$ cat config.mk
export PLATFORM = sky130hd
export DESIGN_NAME = frame_luma_statistics_unit
export DESIGN_NICKNAME = d
export VERILOG_FILES = /design/src/sv/fls_pkg.sv /design/src/sv/fls_front.sv /design/src/sv/fls_queue.sv /design/src/sv/fls_divider.sv /design/src/sv/fls_back.sv /design/src/sv/frame_luma_statistics_unit.sv
export SDC_FILE = /design/constraint.sdc
export NUM_CORES = 1
export LEC_CHECK = 0
export CAP_MARGIN = 0
export CORE_UTILIZATION = 46
export CTS_BUF_LIST = sky130_fd_sc_hd__clkbuf_16
export CTS_CLUSTER_DIAMETER = 30
export DETAILED_ROUTE_END_ITERATION = 7
export DONT_BUFFER_PORTS = 1
export PLACE_DENSITY = 0.63
export SLEW_MARGIN = 20
export SYNTH_ARGS = -nofsm -noshare
export SYNTH_HDL_FRONTEND = slang
export SYNTH_SLANG_ARGS = --single-unit
$ cat constraint.sdc
create_clock -name i_clk -period 5.6 [get_ports i_clk]
set_clock_uncertainty 0.1 [all_clocks]
set_input_delay 0.28 -clock i_clk [delete_from_list [all_inputs] [get_ports i_clk]]
set_output_delay 0.28 -clock i_clk [all_outputs]
set_load 0.02 [all_outputs]
$ cat src/sv/fls_pkg.sv
// Shared types, constants and helper functions of the frame luma statistics unit.
package fls_pkg;

    localparam int DEF_MAX_WIDTH  = 1024;
    localparam int DEF_MAX_HEIGHT = 1024;

    localparam int CFG_W       = 11;  // frame size register width
    localparam int DIM_W       = 13;  // clamped frame size, up to 8191
    localparam int LUMA_W      = 8;
    localparam int POS_W       = 10;  // reported row and column width
    localparam int MEAN_W      = 16;
    localparam int DIFF_W      = 9;
    localparam int FRAC_W      = 8;   // fraction bits of the mean
    localparam int LUMA_SHIFT  = 3;
    localparam int QUEUE_DEPTH = 4;
    localparam int APB_ADDR_W  = 4;
    localparam int APB_DATA_W  = 32;
    localparam int OUT_TDATA_W = 104;
    localparam int IN_TDATA_W  = 24;

    localparam logic [1:0] REG_TARGET = 2'd0;
    localparam logic [1:0] REG_WIDTH  = 2'd1;
    localparam logic [1:0] REG_HEIGHT = 2'd2;

    localparam logic [LUMA_W-1:0] TARGET_RESET = 8'd255;
    localparam logic [CFG_W-1:0]  DIM_RESET    = 11'd50;
    localparam logic [LUMA_W-1:0] LUMA_TOP     = 8'd255;
    localparam logic [DIFF_W-1:0] DIFF_START   = 9'd256;

    typedef enum logic [1:0] {
        DIV_IDLE,
        DIV_RUN,
        DIV_DONE
    } t_div_state;

    // One classified pixel on its way from the front end to the back end.
    typedef struct packed {
        logic              last;
        logic [POS_W-1:0]  row;
        logic [POS_W-1:0]  col;
        logic [LUMA_W-1:0] luma;
    } t_pix;

    typedef struct packed {
        logic idle;
        logic done;
    } t_div_stat;

    typedef struct packed {
        logic [POS_W-1:0]  max_row;
        logic [POS_W-1:0]  max_col;
        logic [LUMA_W-1:0] max_level;
        logic [POS_W-1:0]  min_row;
        logic [POS_W-1:0]  min_col;
        logic [LUMA_W-1:0] min_level;
        logic [POS_W-1:0]  near_row;
        logic [POS_W-1:0]  near_col;
        logic [LUMA_W-1:0] near_level;
        logic              exact_found;
    } t_stats;

    typedef struct packed {
        t_stats            stats;
        logic [MEAN_W-1:0] mean_q8;
    } t_result;

    // Zero counts as one, anything above the limit saturates to it.
    function automatic logic [DIM_W-1:0] clamp_dim(input logic [CFG_W-1:0] v,
                                                   input logic [DIM_W-1:0] hi);
        logic [DIM_W-1:0] ext;
        ext = {{(DIM_W-CFG_W){1'b0}}, v};
        if (ext == '0) begin
            return DIM_W'(1);
        end else if (ext > hi) begin
            return hi;
        end
        return ext;
    endfunction

    // Luma = (3R + 4G + B) >> 3.
    function automatic logic [LUMA_W-1:0] luma_of(input logic [7:0] r,
                                                  input logic [7:0] g,
                                                  input logic [7:0] b);
        logic [10:0] s;
        s = 11'({r, 1'b0}) + 11'(r) + 11'({g, 2'b00}) + 11'(b);
        return s[LUMA_SHIFT +: LUMA_W];
    endfunction

endpackage

$ cat src/sv/fls_front.sv
// Front end: accepts pixels, computes luma and tracks the raster position.
module fls_front #(
    parameter int MAX_WIDTH  = fls_pkg::DEF_MAX_WIDTH,
    parameter int MAX_HEIGHT = fls_pkg::DEF_MAX_HEIGHT
) (
    input  logic                      i_clk,
    input  logic                      i_rst_n,
    input  logic                      i_valid,
    output logic                      o_ready,
    input  logic [7:0]                i_red,
    input  logic [7:0]                i_green,
    input  logic [7:0]                i_blue,
    input  logic [fls_pkg::DIM_W-1:0] i_width_lim,
    input  logic [fls_pkg::DIM_W-1:0] i_height_lim,
    input  logic                      i_full,
    output logic                      o_push,
    output fls_pkg::t_pix             o_pix
);
    import fls_pkg::*;

    localparam int CW = $clog2(MAX_WIDTH);
    localparam int RW = $clog2(MAX_HEIGHT);

    logic [CW-1:0] r_col, n_col;
    logic [RW-1:0] r_row, n_row;
    logic          row_end;
    logic          frame_end;
    logic          accept;

    assign o_ready = !i_full;
    assign accept  = i_valid && !i_full;

    // Classify the pixel: end of row, end of frame.
    assign row_end   = DIM_W'(r_col) >= (i_width_lim - DIM_W'(1));
    assign frame_end = row_end && (DIM_W'(r_row) >= (i_height_lim - DIM_W'(1)));

    // Advance the raster position.
    always_comb begin
        n_col = r_col;
        n_row = r_row;
        if (row_end) begin
            n_col = '0;
            n_row = frame_end ? '0 : r_row + RW'(1);
        end else begin
            n_col = r_col + CW'(1);
        end
    end

    always_ff @(posedge i_clk) begin
        if (!i_rst_n) begin
            r_col <= '0;
            r_row <= '0;
        end else if (accept) begin
            r_col <= n_col;
            r_row <= n_row;
        end
    end

    assign o_push     = accept;
    assign o_pix.last = frame_end;
    assign o_pix.row  = POS_W'(r_row);
    assign o_pix.col  = POS_W'(r_col);
    assign o_pix.luma = luma_of(i_red, i_green, i_blue);

endmodule

$ cat src/sv/fls_queue.sv
// Short pixel queue between the front end and the back end.
module fls_queue #(
    parameter int DEPTH = fls_pkg::QUEUE_DEPTH
) (
    input  logic          i_clk,
    input  logic          i_rst_n,
    input  logic          i_push,
    input  fls_pkg::t_pix i_data,
    output logic          o_full,
    output logic          o_valid,
    output fls_pkg::t_pix o_data,
    input  logic          i_pop
);
    import fls_pkg::*;

    localparam int AW = $clog2(DEPTH);

    t_pix        r_mem [DEPTH];
    logic [AW:0] r_wr_ptr;
    logic [AW:0] r_rd_ptr;

    assign o_full  = (r_wr_ptr[AW] != r_rd_ptr[AW]) &&
                     (r_wr_ptr[AW-1:0] == r_rd_ptr[AW-1:0]);
    assign o_valid = r_wr_ptr != r_rd_ptr;
    assign o_data  = r_mem[r_rd_ptr[AW-1:0]];

    // Store the entry at the write pointer.
    always_ff @(posedge i_clk) begin
        if (i_push) begin
            r_mem[r_wr_ptr[AW-1:0]] <= i_data;
        end
    end

    // Advance both pointers.
    always_ff @(posedge i_clk) begin
        if (!i_rst_n) begin
            r_wr_ptr <= '0;
            r_rd_ptr <= '0;
        end else begin
            if (i_push) begin
                r_wr_ptr <= r_wr_ptr + (AW+1)'(1);
            end
            if (i_pop && o_valid) begin
                r_rd_ptr <= r_rd_ptr + (AW+1)'(1);
            end
        end
    end

endmodule

$ cat src/sv/fls_divider.sv
// Bit-serial restoring divider for the frame mean, one quotient bit per cycle.
module fls_divider #(
    parameter int NUM_W = 36,
    parameter int DEN_W = 21
) (
    input  logic                       i_clk,
    input  logic                       i_rst_n,
    input  logic                       i_start,
    input  logic [NUM_W-1:0]           i_num,
    input  logic [DEN_W-1:0]           i_den,
    input  logic                       i_take,
    output fls_pkg::t_div_stat         o_stat,
    output logic [fls_pkg::MEAN_W-1:0] o_quot
);
    import fls_pkg::*;

    localparam int CNT_W = $clog2(NUM_W + 1);

    t_div_state       r_state, n_state;
    logic [NUM_W-1:0] r_quot;
    logic [DEN_W-1:0] r_rem;
    logic [DEN_W-1:0] r_den;
    logic [CNT_W-1:0] r_cnt;
    logic [DEN_W:0]   shifted;
    logic             ge;
    logic [DEN_W:0]   diff;

    // One restoring step: shift in the next dividend bit, subtract if it fits.
    assign shifted = {r_rem, r_quot[NUM_W-1]};
    assign ge      = shifted >= {1'b0, r_den};
    assign diff    = shifted - {1'b0, r_den};

    // Next state.
    always_comb begin
        n_state = r_state;
        case (r_state)
            DIV_IDLE: begin
                if (i_start) n_state = DIV_RUN;
            end
            DIV_RUN: begin
                if (r_cnt == CNT_W'(1)) n_state = DIV_DONE;
            end
            DIV_DONE: begin
                if (i_take) n_state = DIV_IDLE;
            end
            default: n_state = DIV_IDLE;
        endcase
    end

    // Status outputs.
    always_comb begin
        o_stat.idle = 1'b0;
        o_stat.done = 1'b0;
        case (r_state)
            DIV_IDLE: o_stat.idle = 1'b1;
            DIV_DONE: o_stat.done = 1'b1;
            default: begin
                o_stat.idle = 1'b0;
                o_stat.done = 1'b0;
            end
        endcase
    end

    always_ff @(posedge i_clk) begin
        if (!i_rst_n) begin
            r_state <= DIV_IDLE;
        end else begin
            r_state <= n_state;
        end
    end

    // Load operands, then iterate over every dividend bit.
    always_ff @(posedge i_clk) begin
        if (r_state == DIV_IDLE && i_start) begin
            r_quot <= i_num;
            r_den  <= i_den;
            r_rem  <= '0;
            r_cnt  <= CNT_W'(NUM_W);
        end else if (r_state == DIV_RUN) begin
            r_quot <= {r_quot[NUM_W-2:0], ge};
            r_rem  <= ge ? diff[DEN_W-1:0] : shifted[DEN_W-1:0];
            r_cnt  <= r_cnt - CNT_W'(1);
        end
    end

    assign o_quot = r_quot[MEAN_W-1:0];

endmodule

$ cat src/sv/fls_back.sv
// Back end: running max, min, nearest and sum, frame result and output register.
module fls_back #(
    parameter int MAX_WIDTH  = fls_pkg::DEF_MAX_WIDTH,
    parameter int MAX_HEIGHT = fls_pkg::DEF_MAX_HEIGHT,
    parameter int AREA_W     = 21
) (
    input  logic                       i_clk,
    input  logic                       i_rst_n,
    input  logic                       i_valid,
    input  fls_pkg::t_pix              i_pix,
    output logic                       o_pop,
    input  logic [fls_pkg::LUMA_W-1:0] i_target,
    input  logic [AREA_W-1:0]          i_area,
    output logic                       o_valid,
    input  logic                       i_ready,
    output fls_pkg::t_result           o_result
);
    import fls_pkg::*;

    localparam longint PIX_MAX = longint'(MAX_WIDTH) * longint'(MAX_HEIGHT);
    localparam int     SUM_W   = $clog2(PIX_MAX * 255 + 1);
    localparam int     NUM_W   = SUM_W + FRAC_W;

    logic [LUMA_W-1:0] r_max, n_max;
    logic [POS_W-1:0]  r_max_row, n_max_row, r_max_col, n_max_col;
    logic [LUMA_W-1:0] r_min, n_min;
    logic [POS_W-1:0]  r_min_row, n_min_row, r_min_col, n_min_col;
    logic [DIFF_W-1:0] r_diff, n_diff;
    logic [LUMA_W-1:0] r_near, n_near;
    logic [POS_W-1:0]  r_near_row, n_near_row, r_near_col, n_near_col;
    logic [SUM_W-1:0]  r_sum, n_sum;
    logic [LUMA_W-1:0] y;
    logic [LUMA_W-1:0] pix_diff;
    logic              pop;
    logic              frame_done;
    t_stats            r_snap;
    t_result           r_out;
    logic              r_out_valid;
    t_div_stat         div_stat;
    logic [MEAN_W-1:0] div_quot;
    logic              take;

    // Fold the pixel into the running statistics; ties go to the later pixel.
    always_comb begin
        y        = i_pix.luma;
        pix_diff = (y >= i_target) ? (y - i_target) : (i_target - y);

        n_max     = r_max;
        n_max_row = r_max_row;
        n_max_col = r_max_col;
        if (y >= r_max) begin
            n_max     = y;
            n_max_row = i_pix.row;
            n_max_col = i_pix.col;
        end

        n_min     = r_min;
        n_min_row = r_min_row;
        n_min_col = r_min_col;
        if (y <= r_min) begin
            n_min     = y;
            n_min_row = i_pix.row;
            n_min_col = i_pix.col;
        end

        n_diff     = r_diff;
        n_near     = r_near;
        n_near_row = r_near_row;
        n_near_col = r_near_col;
        if (DIFF_W'(pix_diff) <= r_diff) begin
            n_diff     = DIFF_W'(pix_diff);
            n_near     = y;
            n_near_row = i_pix.row;
            n_near_col = i_pix.col;
        end

        n_sum = r_sum + SUM_W'(y);
    end

    // Hold a frame's last pixel until the divider is free.
    assign pop        = i_valid && (!i_pix.last || div_stat.idle);
    assign frame_done = pop && i_pix.last;
    assign o_pop      = pop;

    // Update statistics; clear them after the frame's last pixel.
    always_ff @(posedge i_clk) begin
        if (!i_rst_n || frame_done) begin
            r_max      <= '0;
            r_max_row  <= '0;
            r_max_col  <= '0;
            r_min      <= LUMA_TOP;
            r_min_row  <= '0;
            r_min_col  <= '0;
            r_diff     <= DIFF_START;
            r_near     <= '0;
            r_near_row <= '0;
            r_near_col <= '0;
            r_sum      <= '0;
        end else if (pop) begin
            r_max      <= n_max;
            r_max_row  <= n_max_row;
            r_max_col  <= n_max_col;
            r_min      <= n_min;
            r_min_row  <= n_min_row;
            r_min_col  <= n_min_col;
            r_diff     <= n_diff;
            r_near     <= n_near;
            r_near_row <= n_near_row;
            r_near_col <= n_near_col;
            r_sum      <= n_sum;
        end
    end

    // Capture the frame's statistics while the mean is being divided.
    always_ff @(posedge i_clk) begin
        if (frame_done) begin
            r_snap.max_row     <= n_max_row;
            r_snap.max_col     <= n_max_col;
            r_snap.max_level   <= n_max;
            r_snap.min_row     <= n_min_row;
            r_snap.min_col     <= n_min_col;
            r_snap.min_level   <= n_min;
            r_snap.near_row    <= n_near_row;
            r_snap.near_col    <= n_near_col;
            r_snap.near_level  <= n_near;
            r_snap.exact_found <= (n_diff == '0);
        end
    end

    fls_divider #(
        .NUM_W (NUM_W),
        .DEN_W (AREA_W)
    ) u_divider (
        .i_clk   (i_clk),
        .i_rst_n (i_rst_n),
        .i_start (frame_done),
        .i_num   ({n_sum, {FRAC_W{1'b0}}}),
        .i_den   (i_area),
        .i_take  (take),
        .o_stat  (div_stat),
        .o_quot  (div_quot)
    );

    // Move a finished result into the output register once it is free.
    assign take = div_stat.done && (!r_out_valid || i_ready);

    always_ff @(posedge i_clk) begin
        if (!i_rst_n) begin
            r_out_valid <= 1'b0;
        end else if (take) begin
            r_out_valid <= 1'b1;
        end else if (i_ready) begin
            r_out_valid <= 1'b0;
        end
    end

    always_ff @(posedge i_clk) begin
        if (take) begin
            r_out.stats   <= r_snap;
            r_out.mean_q8 <= div_quot;
        end
    end

    assign o_valid  = r_out_valid;
    assign o_result = r_out;

endmodule

$ cat src/sv/frame_luma_statistics_unit.sv
// Frame luma statistics unit: streams RGB pixels, reports per-frame luma extremes,
// nearest-to-target pixel and mean luma.
//
// Pixels enter one per clock in raster order on the s_axis side while the queue has
// room; each pixel's luma (3R+4G+B)>>3 feeds the running maximum, minimum,
// nearest-to-target search and a luma sum, with ties going to the later pixel. On a
// frame's last pixel one result transaction leaves on the m_axis side. The mean is
// computed by a bit-serial restoring divider that produces one quotient bit per cycle
// over the shifted luma sum, $clog2(MAX_WIDTH*MAX_HEIGHT*255+1)+8 bits (36 at the
// default 1024x1024). The result transaction is offered once the frame's last pixel
// has passed through the queue, the divider has finished and the result has moved
// into the output register. Pixels of the next frame keep flowing meanwhile; its last
// pixel waits at the head of the four-entry queue until the divider is free, so while
// the receiver keeps up frames are throttled to one per divider pass, and the input
// stalls once the queue fills behind that pixel. Registers (target_luma at 0x0,
// frame_width at 0x4, frame_height at 0x8) are written over the APB port; the user
// must write them only while the unit is idle, which the unit itself does not
// enforce. Zero sizes count as one and sizes above MAX_WIDTH or MAX_HEIGHT saturate.
module frame_luma_statistics_unit #(
    parameter int MAX_WIDTH  = fls_pkg::DEF_MAX_WIDTH,
    parameter int MAX_HEIGHT = fls_pkg::DEF_MAX_HEIGHT
) (
    input  logic                            i_clk,
    input  logic                            i_rst_n,
    // APB configuration port
    input  logic                            psel,
    input  logic                            penable,
    input  logic                            pwrite,
    input  logic [fls_pkg::APB_ADDR_W-1:0]  paddr,
    input  logic [fls_pkg::APB_DATA_W-1:0]  pwdata,
    output logic [fls_pkg::APB_DATA_W-1:0]  prdata,
    output logic                            pready,
    // Pixel stream in
    input  logic                            s_axis_tvalid,
    output logic                            s_axis_tready,
    // tdata: red[7:0], green[15:8], blue[23:16]
    input  logic [fls_pkg::IN_TDATA_W-1:0]  s_axis_tdata,
    // Result stream out
    output logic                            m_axis_tvalid,
    input  logic                            m_axis_tready,
    // tdata: max_row[9:0], max_col[19:10], max_level[27:20], min_row[37:28],
    // min_col[47:38], min_level[55:48], near_row[65:56], near_col[75:66],
    // near_level[83:76], exact_found[84], mean_q8[100:85], zero[103:101]
    output logic [fls_pkg::OUT_TDATA_W-1:0] m_axis_tdata
);
    import fls_pkg::*;

    localparam longint PIX_MAX = longint'(MAX_WIDTH) * longint'(MAX_HEIGHT);
    localparam int     AREA_W  = $clog2(PIX_MAX + 1);

    logic [LUMA_W-1:0] r_target;
    logic [CFG_W-1:0]  r_frame_width;
    logic [CFG_W-1:0]  r_frame_height;
    logic [DIM_W-1:0]  width_lim;
    logic [DIM_W-1:0]  height_lim;
    logic [AREA_W-1:0] r_area;
    logic              cfg_write;
    logic              q_full;
    logic              q_push;
    logic              q_valid;
    logic              q_pop;
    t_pix              front_pix;
    t_pix              q_pix;
    t_result           result;

    // Write registers on the access cycle.
    assign pready    = 1'b1;
    assign cfg_write = psel && penable && pwrite && pready;

    always_ff @(posedge i_clk) begin
        if (!i_rst_n) begin
            r_target       <= TARGET_RESET;
            r_frame_width  <= DIM_RESET;
            r_frame_height <= DIM_RESET;
        end else if (cfg_write) begin
            case (paddr[3:2])
                REG_TARGET: r_target       <= pwdata[LUMA_W-1:0];
                REG_WIDTH:  r_frame_width  <= pwdata[CFG_W-1:0];
                REG_HEIGHT: r_frame_height <= pwdata[CFG_W-1:0];
                default: ;
            endcase
        end
    end

    // Read back registers.
    always_comb begin
        case (paddr[3:2])
            REG_TARGET: prdata = APB_DATA_W'(r_target);
            REG_WIDTH:  prdata = APB_DATA_W'(r_frame_width);
            REG_HEIGHT: prdata = APB_DATA_W'(r_frame_height);
            default:    prdata = '0;
        endcase
    end

    // Clamp frame size and register the pixel count for the mean.
    assign width_lim  = clamp_dim(r_frame_width, DIM_W'(MAX_WIDTH));
    assign height_lim = clamp_dim(r_frame_height, DIM_W'(MAX_HEIGHT));

    always_ff @(posedge i_clk) begin
        r_area <= AREA_W'(width_lim) * AREA_W'(height_lim);
    end

    fls_front #(
        .MAX_WIDTH  (MAX_WIDTH),
        .MAX_HEIGHT (MAX_HEIGHT)
    ) u_front (
        .i_clk        (i_clk),
        .i_rst_n      (i_rst_n),
        .i_valid      (s_axis_tvalid),
        .o_ready      (s_axis_tready),
        .i_red        (s_axis_tdata[7:0]),
        .i_green      (s_axis_tdata[15:8]),
        .i_blue       (s_axis_tdata[23:16]),
        .i_width_lim  (width_lim),
        .i_height_lim (height_lim),
        .i_full       (q_full),
        .o_push       (q_push),
        .o_pix        (front_pix)
    );

    fls_queue #(
        .DEPTH (QUEUE_DEPTH)
    ) u_queue (
        .i_clk   (i_clk),
        .i_rst_n (i_rst_n),
        .i_push  (q_push),
        .i_data  (front_pix),
        .o_full  (q_full),
        .o_valid (q_valid),
        .o_data  (q_pix),
        .i_pop   (q_pop)
    );

    fls_back #(
        .MAX_WIDTH  (MAX_WIDTH),
        .MAX_HEIGHT (MAX_HEIGHT),
        .AREA_W     (AREA_W)
    ) u_back (
        .i_clk    (i_clk),
        .i_rst_n  (i_rst_n),
        .i_valid  (q_valid),
        .i_pix    (q_pix),
        .o_pop    (q_pop),
        .i_target (r_target),
        .i_area   (r_area),
        .o_valid  (m_axis_tvalid),
        .i_ready  (m_axis_tready),
        .o_result (result)
    );

    // Pack result fields, first field in the lowest bits.
    assign m_axis_tdata = {3'b000,
                           result.mean_q8,
                           result.stats.exact_found,
                           result.stats.near_level,
                           result.stats.near_col,
                           result.stats.near_row,
                           result.stats.min_level,
                           result.stats.min_col,
                           result.stats.min_row,
                           result.stats.max_level,
                           result.stats.max_col,
                           result.stats.max_row};

endmodule

=== After elaboration in Yosys (flattened, before gate mapping) ===
Memories as Yosys holds them, arrays and structs flattened. A register that Yosys moved wholly into a read port is not among the register bits.
Cells that the tools add are included.

* Flip-flop bits (word level): 471
* Bits of input ports: 67
* Memory bits (read-only): 0
* Bits in latches: 0
* Word-level logic and storage cells: 151
* RAM bits: 116
* Output and inout bits: 139
* Memories kept: 1

* Div/mod/pow operators: 0
* $lt $le $gt $ge: 9
* Multiply operators: 1
* Mux-type cells: 39
* Eq/ne operators: 11
* Shift operators: 0
* Add/sub/neg operators: 14
* Reductions and logical operators: 29
* Bitwise logic cells: 0

{| class="wikitable"
|+ Memory list
! name !! words !! width !! rd ports !! clocked after memory_dff !! wr ports !! line !! RTL
|-
| u_queue.r_mem || 4 || 29 || 1 || 1 || 1 || fls_queue.sv:18 || <nowiki>t_pix r_mem [DEPTH];</nowiki>
|}

{| class="wikitable"
|+ Operators by type and width
! operator !! number
|-
| $mux W10 || 8
|-
| $mux W13 || 6
|-
| $mux W36 || 2
|-
| $pmux W11 S3 || 1
|-
| $mux W8 || 4
|-
| $add A28 B8 Y28 || 1
|-
| $ge A10 B13 Y1 || 2
|-
| $sub A13 B1 Y13 const B || 2
|-
| $ge A22 B21 Y1 || 1
|-
| $gt A11 B11 Y1 const B || 2
|-
| $logic_not A11 Y1 || 2
|-
| $mul A13 B13 Y21 || 1
|-
| $mux W21 || 1
|-
| $sub A21 B21 Y21 || 1
|-
| $add A10 B1 Y10 const B || 2
|-
| $ge A8 B8 Y1 || 2
|-
| $sub A8 B8 Y8 || 2
|-
| $add A11 B10 Y11 || 1
|-
| $add A11 B8 Y11 || 1
|-
| $add A9 B8 Y10 || 1
|-
| $logic_and A1 B1 Y1 || 10
|-
| $mux W1 || 10
|-
| $mux W2 || 5
|-
| $le A8 B9 Y1 || 1
|-
| 20 further kinds || 34
|}

=== Depth between registers and ports, before layout ===
* Depth after elaboration: 8
* Mapped depth: 27
* Depth with buffers taken out: 26

=== Modules after synthesis ===
A second synthesis with hierarchy kept.

* Cell total of the unflattened synthesis: 2,879
* Area, all modules: 31,251.2 um2

{| class="wikitable"
|+ By module, submodules not included
! module !! area each (um2) !! cells each !! seq. area each (um2) !! instances
|-
| fls_back || 13,192.7 || 1,103 || 8,027.7 || 1
|-
| frame_luma_statistics_unit || 6,175.9 || 762 || 1,021.0 || 1
|-
| fls_queue || 4,687.0 || 206 || 3,643.5 || 1
|-
| fls_divider || 4,643.2 || 500 || 2,292.2 || 1
|-
| fls_front || 2,552.4 || 308 || 400.4 || 1
|}

=== Worst setup path before layout ===
No wires, ideal clock.

* Path kind: reg2reg
* From: register (tool-made name)
* To: register u_back.r_diff[2]
* Path slack: -149 ps
* Buffers on the path: 3
* Data arrival time: 5,522 ps
* Cell stages (with the launch flop): 23
* Path through: dfxtp_1 > buf_1 > mux4_2 > inv_1 > ha_1 > inv_1 > fa_1 > a211oi_1 > o211ai_2 > nand2_4 > mux2_4 > or4b_1 > nor3b_2 > ha_1 > o21a_1 > nor2_1 > a211o_1 > a21oi_1 > clkbuf_1 > nand2b_1 > clkbuf_1 > mux2i_1 > nor2_1

{| class="wikitable"
|+ RTL lines
! item !! line !! RTL
|-
| end signal: assignment || fls_back.sv:106 || <nowiki>r_diff <= n_diff;</nowiki>
|-
| end: declaration || fls_back.sv:28 || <nowiki>logic [DIFF_W-1:0] r_diff, n_diff;</nowiki>
|}

=== Worst setup path after layout ===
* From: register r_frame_width[8]
* To: register r_area[19]

* Longest elaborated chain between the ends: 5

{| class="wikitable"
|+ Ends and longest elaborated chain
! item !! line !! RTL
|-
| start: declaration || frame_luma_statistics_unit.sv:52 || <nowiki>logic [CFG_W-1:0] r_frame_width;</nowiki>
|-
| start signal: assignment || frame_luma_statistics_unit.sv:78 || <nowiki>REG_WIDTH: r_frame_width <= pwdata[CFG_W-1:0];</nowiki>
|-
| $gt A11 B11 Y1 || fls_pkg.sv:74 || <nowiki>end else if (ext > hi) begin</nowiki>
|-
| $mux W1 || fls_pkg.sv:74 ||
|-
| $mux W1 || fls_pkg.sv:72 || <nowiki>if (ext == '0) begin</nowiki>
|-
| $mux W13 (*) || fls_pkg.sv:77 || <nowiki>return ext;</nowiki>
|-
| $mul A13 B13 Y21 (*) || frame_luma_statistics_unit.sv:100 || <nowiki>r_area <= AREA_W'(width_lim) * AREA_W'(height_lim);</nowiki>
|-
| end signal: assignment || frame_luma_statistics_unit.sv:100 ||
|-
| end: declaration || frame_luma_statistics_unit.sv:56 || <nowiki>logic [AREA_W-1:0] r_area;</nowiki>
|}

Every way passes the cells marked *; elsewhere a longest branch is shown, timed or not.
A chain may end at the register's enable or synchronous reset.

==> metrics.txt <==
Vias/cell=5.33; Overflow after GRT=0; crit-path max FO=4; fillers=5424; IO Pins=206; number of H-tree levels=3; clk slew on worst S/H paths=0.06 ns; Hold Crit Class=input port to flop; clock sink total=589; Top FF cell, synth=edfxtp_1; core region area=0.0657 mm^2; worst skew pair latency=0.67 ns; most used cell, CP=nor2_2; Post-DP Area=0.0322 mm^2; Worst-Margin Slew=1.19 ns; Setup crit start kind=flop; DP HPWL=52400 um; fin util=0.558; Switching Share=0.354; Post-Synthesis Cells=2769; most frequent cells in the layout=351 x edfxtp_1, 319 x nand2_1, 250 x inv_1; Setup Total Neg Slack=0 ns; Slew Viols, Final=0; WHS Endpoint=r_target[5]$_SDFFE_PN1P_; syn avg cell area=11.0 um^2; DRC=0; Mapped Area=0.0305 mm^2; setup violators final=0; P_sw=7.14 mW; IO buf count=0; Reg2Reg Setup Slack=0.20 ns; WP buf/inv=8; total power per unit cell area=551 mW/mm^2; Finished Cell Area=0.0367 mm^2; Clock Tree Root=clkbuf_16; Die Span Y=260 um; Critical Path RT=6.06 ns; router iterations before antenna repair=5; Post-Route WL=74000 um; Slowest cell on crit path=or4_4; CP max stage delay=0.55 ns; Synth cell types=81; share of layout cells above drive strength 1=0.176; DR vias=20800; clk buf depth=3; main area contributors after synthesis=edfxtp_1 35%, dfxtp_1 16%, ha_1 7.4%, fa_1 6.0%, nand2_1 4.0%; Cell Rows=94; R2R Path Start=r_frame_width[8]$_SDFFE_PN0P_; Final Total Pwr=20.2 mW; min Tclk post-route=5.40 ns; Setup CP Type=flop to flop; slew margin rel.=0.195; most common cell after layout, fill and taps aside=edfxtp_1; Layout area overhead=20.1%; Final Wtd Congestion=0.903; Post-synth EDFFs=351; final net count=3270; post-route ant nets=0; pre-CTS setup slack=-0.321 ns; CTS tree=built; Leakage=14.9 nW; CP endpoint kind=flop; hold path start=penable; peak supply drop=343 uV; asr flop ratio synth=0; hold-critical path depth=3; max-capacitance violation count=0; initial antenna violation count=8; area leader, netlist=edfxtp_1; #FFs+latches synth=589; Worst EP arrival=5.86 ns; first-pass GRT wire length=114000 um; Internal=13.1 mW; Avg WL per Cell=19.0 um; Global Route Usage Sum=0.218; capturing point of the worst reg2reg path=r_area[19]$_DFF_P_; vias in the first global route=20900; Yosys top cell area share=0.345; R2R depth=28; status=complete, no violations; dpl cells=3649; DIE AREA=0.0674 mm^2; post-route insts no fill=3894; FMAX=0.185 GHz; Comb power frac=0.356; TritonCTS buffer count=106; Final WS setup=0.205 ns; final cycle utilization of the critical path=0.963; Seq/Total Area, Yosys=0.501; Hold Vio Cnt, Final=0; Min Hold Slack=0.0712 ns; largest net degree at the start of global routing=86; Die Wd=260 um; Clock Power Share=0.324; CP top delay family=adder cells; Starting Density=0.464; part of the power in registers=0.320; synth warn=0; Initial DRC Count=1464
==> flip-flops by register name, indices dropped and copies added (netlist names), 9 cells and up, named ones only <==
name / cells
r_area: 21
r_frame_height: 11
r_frame_width: 11
u_back.o_result: 101
u_back.r_diff: 9
u_back.r_max_col: 10
u_back.r_max_row: 10
u_back.r_min_col: 10
u_back.r_min_row: 10
u_back.r_near_col: 10
u_back.r_near_row: 10
u_back.r_snap: 85
u_back.r_sum: 28
u_back.u_divider.r_den: 21
u_back.u_divider.r_quot: 36
u_back.u_divider.r_rem: 21
u_front.r_col: 10
u_front.r_row: 10
u_queue.r_mem: 116
==> routing by layer <==
metal / global-route usage / part of all wire / up-vias
li1: - / - / 9904
met1: 0.280 / 0.43 / 10200
met2: 0.353 / 0.47 / 516
met3: 0.0478 / 0.060 / 133
met4: 0.0993 / 0.037 / 8
met5: 0 / 0.00074 / -
==> worst min-delay path: stages <==
cell and delay, ns:
nand3_1 0.13, nor3_2 0.16, o211ai_1 0.17
==> Yosys cell counts (5+ instances only) <==
master / number
o21ai_0: 99
ha_1: 180
nor4_1: 10
o211a_1: 22
edfxtp_1: 351
fa_1: 92
o211ai_1: 20
a31oi_1: 14
o21bai_1: 7
a21boi_0: 23
mux2i_1: 57
or3_1: 13
o31a_1: 5
a211o_1: 9
nor2b_1: 38
buf_4: 25
or2_2: 6
buf_2: 9
nor3b_1: 5
mux2_2: 67
nand3_1: 68
nand2_1: 323
and3_1: 18
xor2_1: 53
nor2_1: 235
nand4_1: 18
a21o_1: 18
buf_1: 8
o22ai_1: 5
xnor2_1: 79
inv_1: 251
dfxtp_1: 238
and2_1: 11
a22o_1: 10
a21oi_1: 72
nand2b_1: 33
mux4_2: 29
nor3_1: 56
clkbuf_1: 94
a211oi_1: 8
o21a_1: 24
==> cells by family (layout without fill, tap and decap cells) <==
family | Yosys count | count (layout) | synth area share
and+or+nand+nor | 855 | 855 | 0.127
DFF | 589 | 589 | 0.501
buffers and inverters | 391 | 624 | 0.0518
AOI/OAI and AO/OA | 374 | 374 | 0.0828
adders and majority gates | 272 | 272 | 0.134
muxes | 154 | 154 | 0.0653
xor gates and xnor gates | 132 | 132 | 0.0379
other | 2 | 30 | 0.000246
==> power groups by stage <==
stage	Sequential, mW	Combinational, mW	Clock (mW)
6_report	6.47	7.19	6.55
3_5_place_dp	6.54	6.90	0
3_3_place_gp	6.50	6.72	0
2_1_floorplan	6.41	5.05	0
5_1_grt	6.56	7.90	6.84
4_1_cts	6.47	6.99	6.65
==> area by class of cell <==
| cell class | count | area [um^2] | area share |
|---|---|---|---|
| tap | 864 | 1080 | 0.0295 |
| clock buffer | 107 | 2680 | 0.0731 |
| clock inverter | 95 | 1090 | 0.0296 |
| timing repair buffer | 168 | 1410 | 0.0384 |
| inverter | 254 | 960 | 0.0262 |
| sequential | 589 | 15300 | 0.418 |
| multi-input combinational | 1812 | 14100 | 0.385 |
| antenna | 5 | 12.5 | 0.000341 |
==> how the worst max path moves through the flow <==
stage | from | to | cells past startpoint
finish | r_frame_width[8]$_SDFFE_PN0P_ | r_area[19]$_DFF_P_ | 28
global route | r_frame_height[10]$_SDFFE_PN0P_ | r_area[16]$_DFF_P_ | 22
CTS | r_frame_width[5]$_SDFFE_PN1P_ | r_area[18]$_DFF_P_ | 26
detailed placement | r_frame_width[5]$_SDFFE_PN1P_ | r_area[20]$_DFF_P_ | 25
global placement | r_frame_width[5]$_SDFFE_PN1P_ | r_area[20]$_DFF_P_ | 25
floorplan | r_frame_width[5]$_SDFFE_PN1P_ | r_area[20]$_DFF_P_ | 23
==> timing repair <==
item | 4_1_cts | 5_1_grt
cloned | 0 | 1
endpoints found under the setup margin | 4 | 29
buffers inserted | 2 | 10
pin swaps | 9 | 54
gates resized for setup | 15 | 71
endpoints found under the hold margin | 62 | 0
hold buffers | 25 | 0
Note: power is estimated with default switching activity, not from simulation.
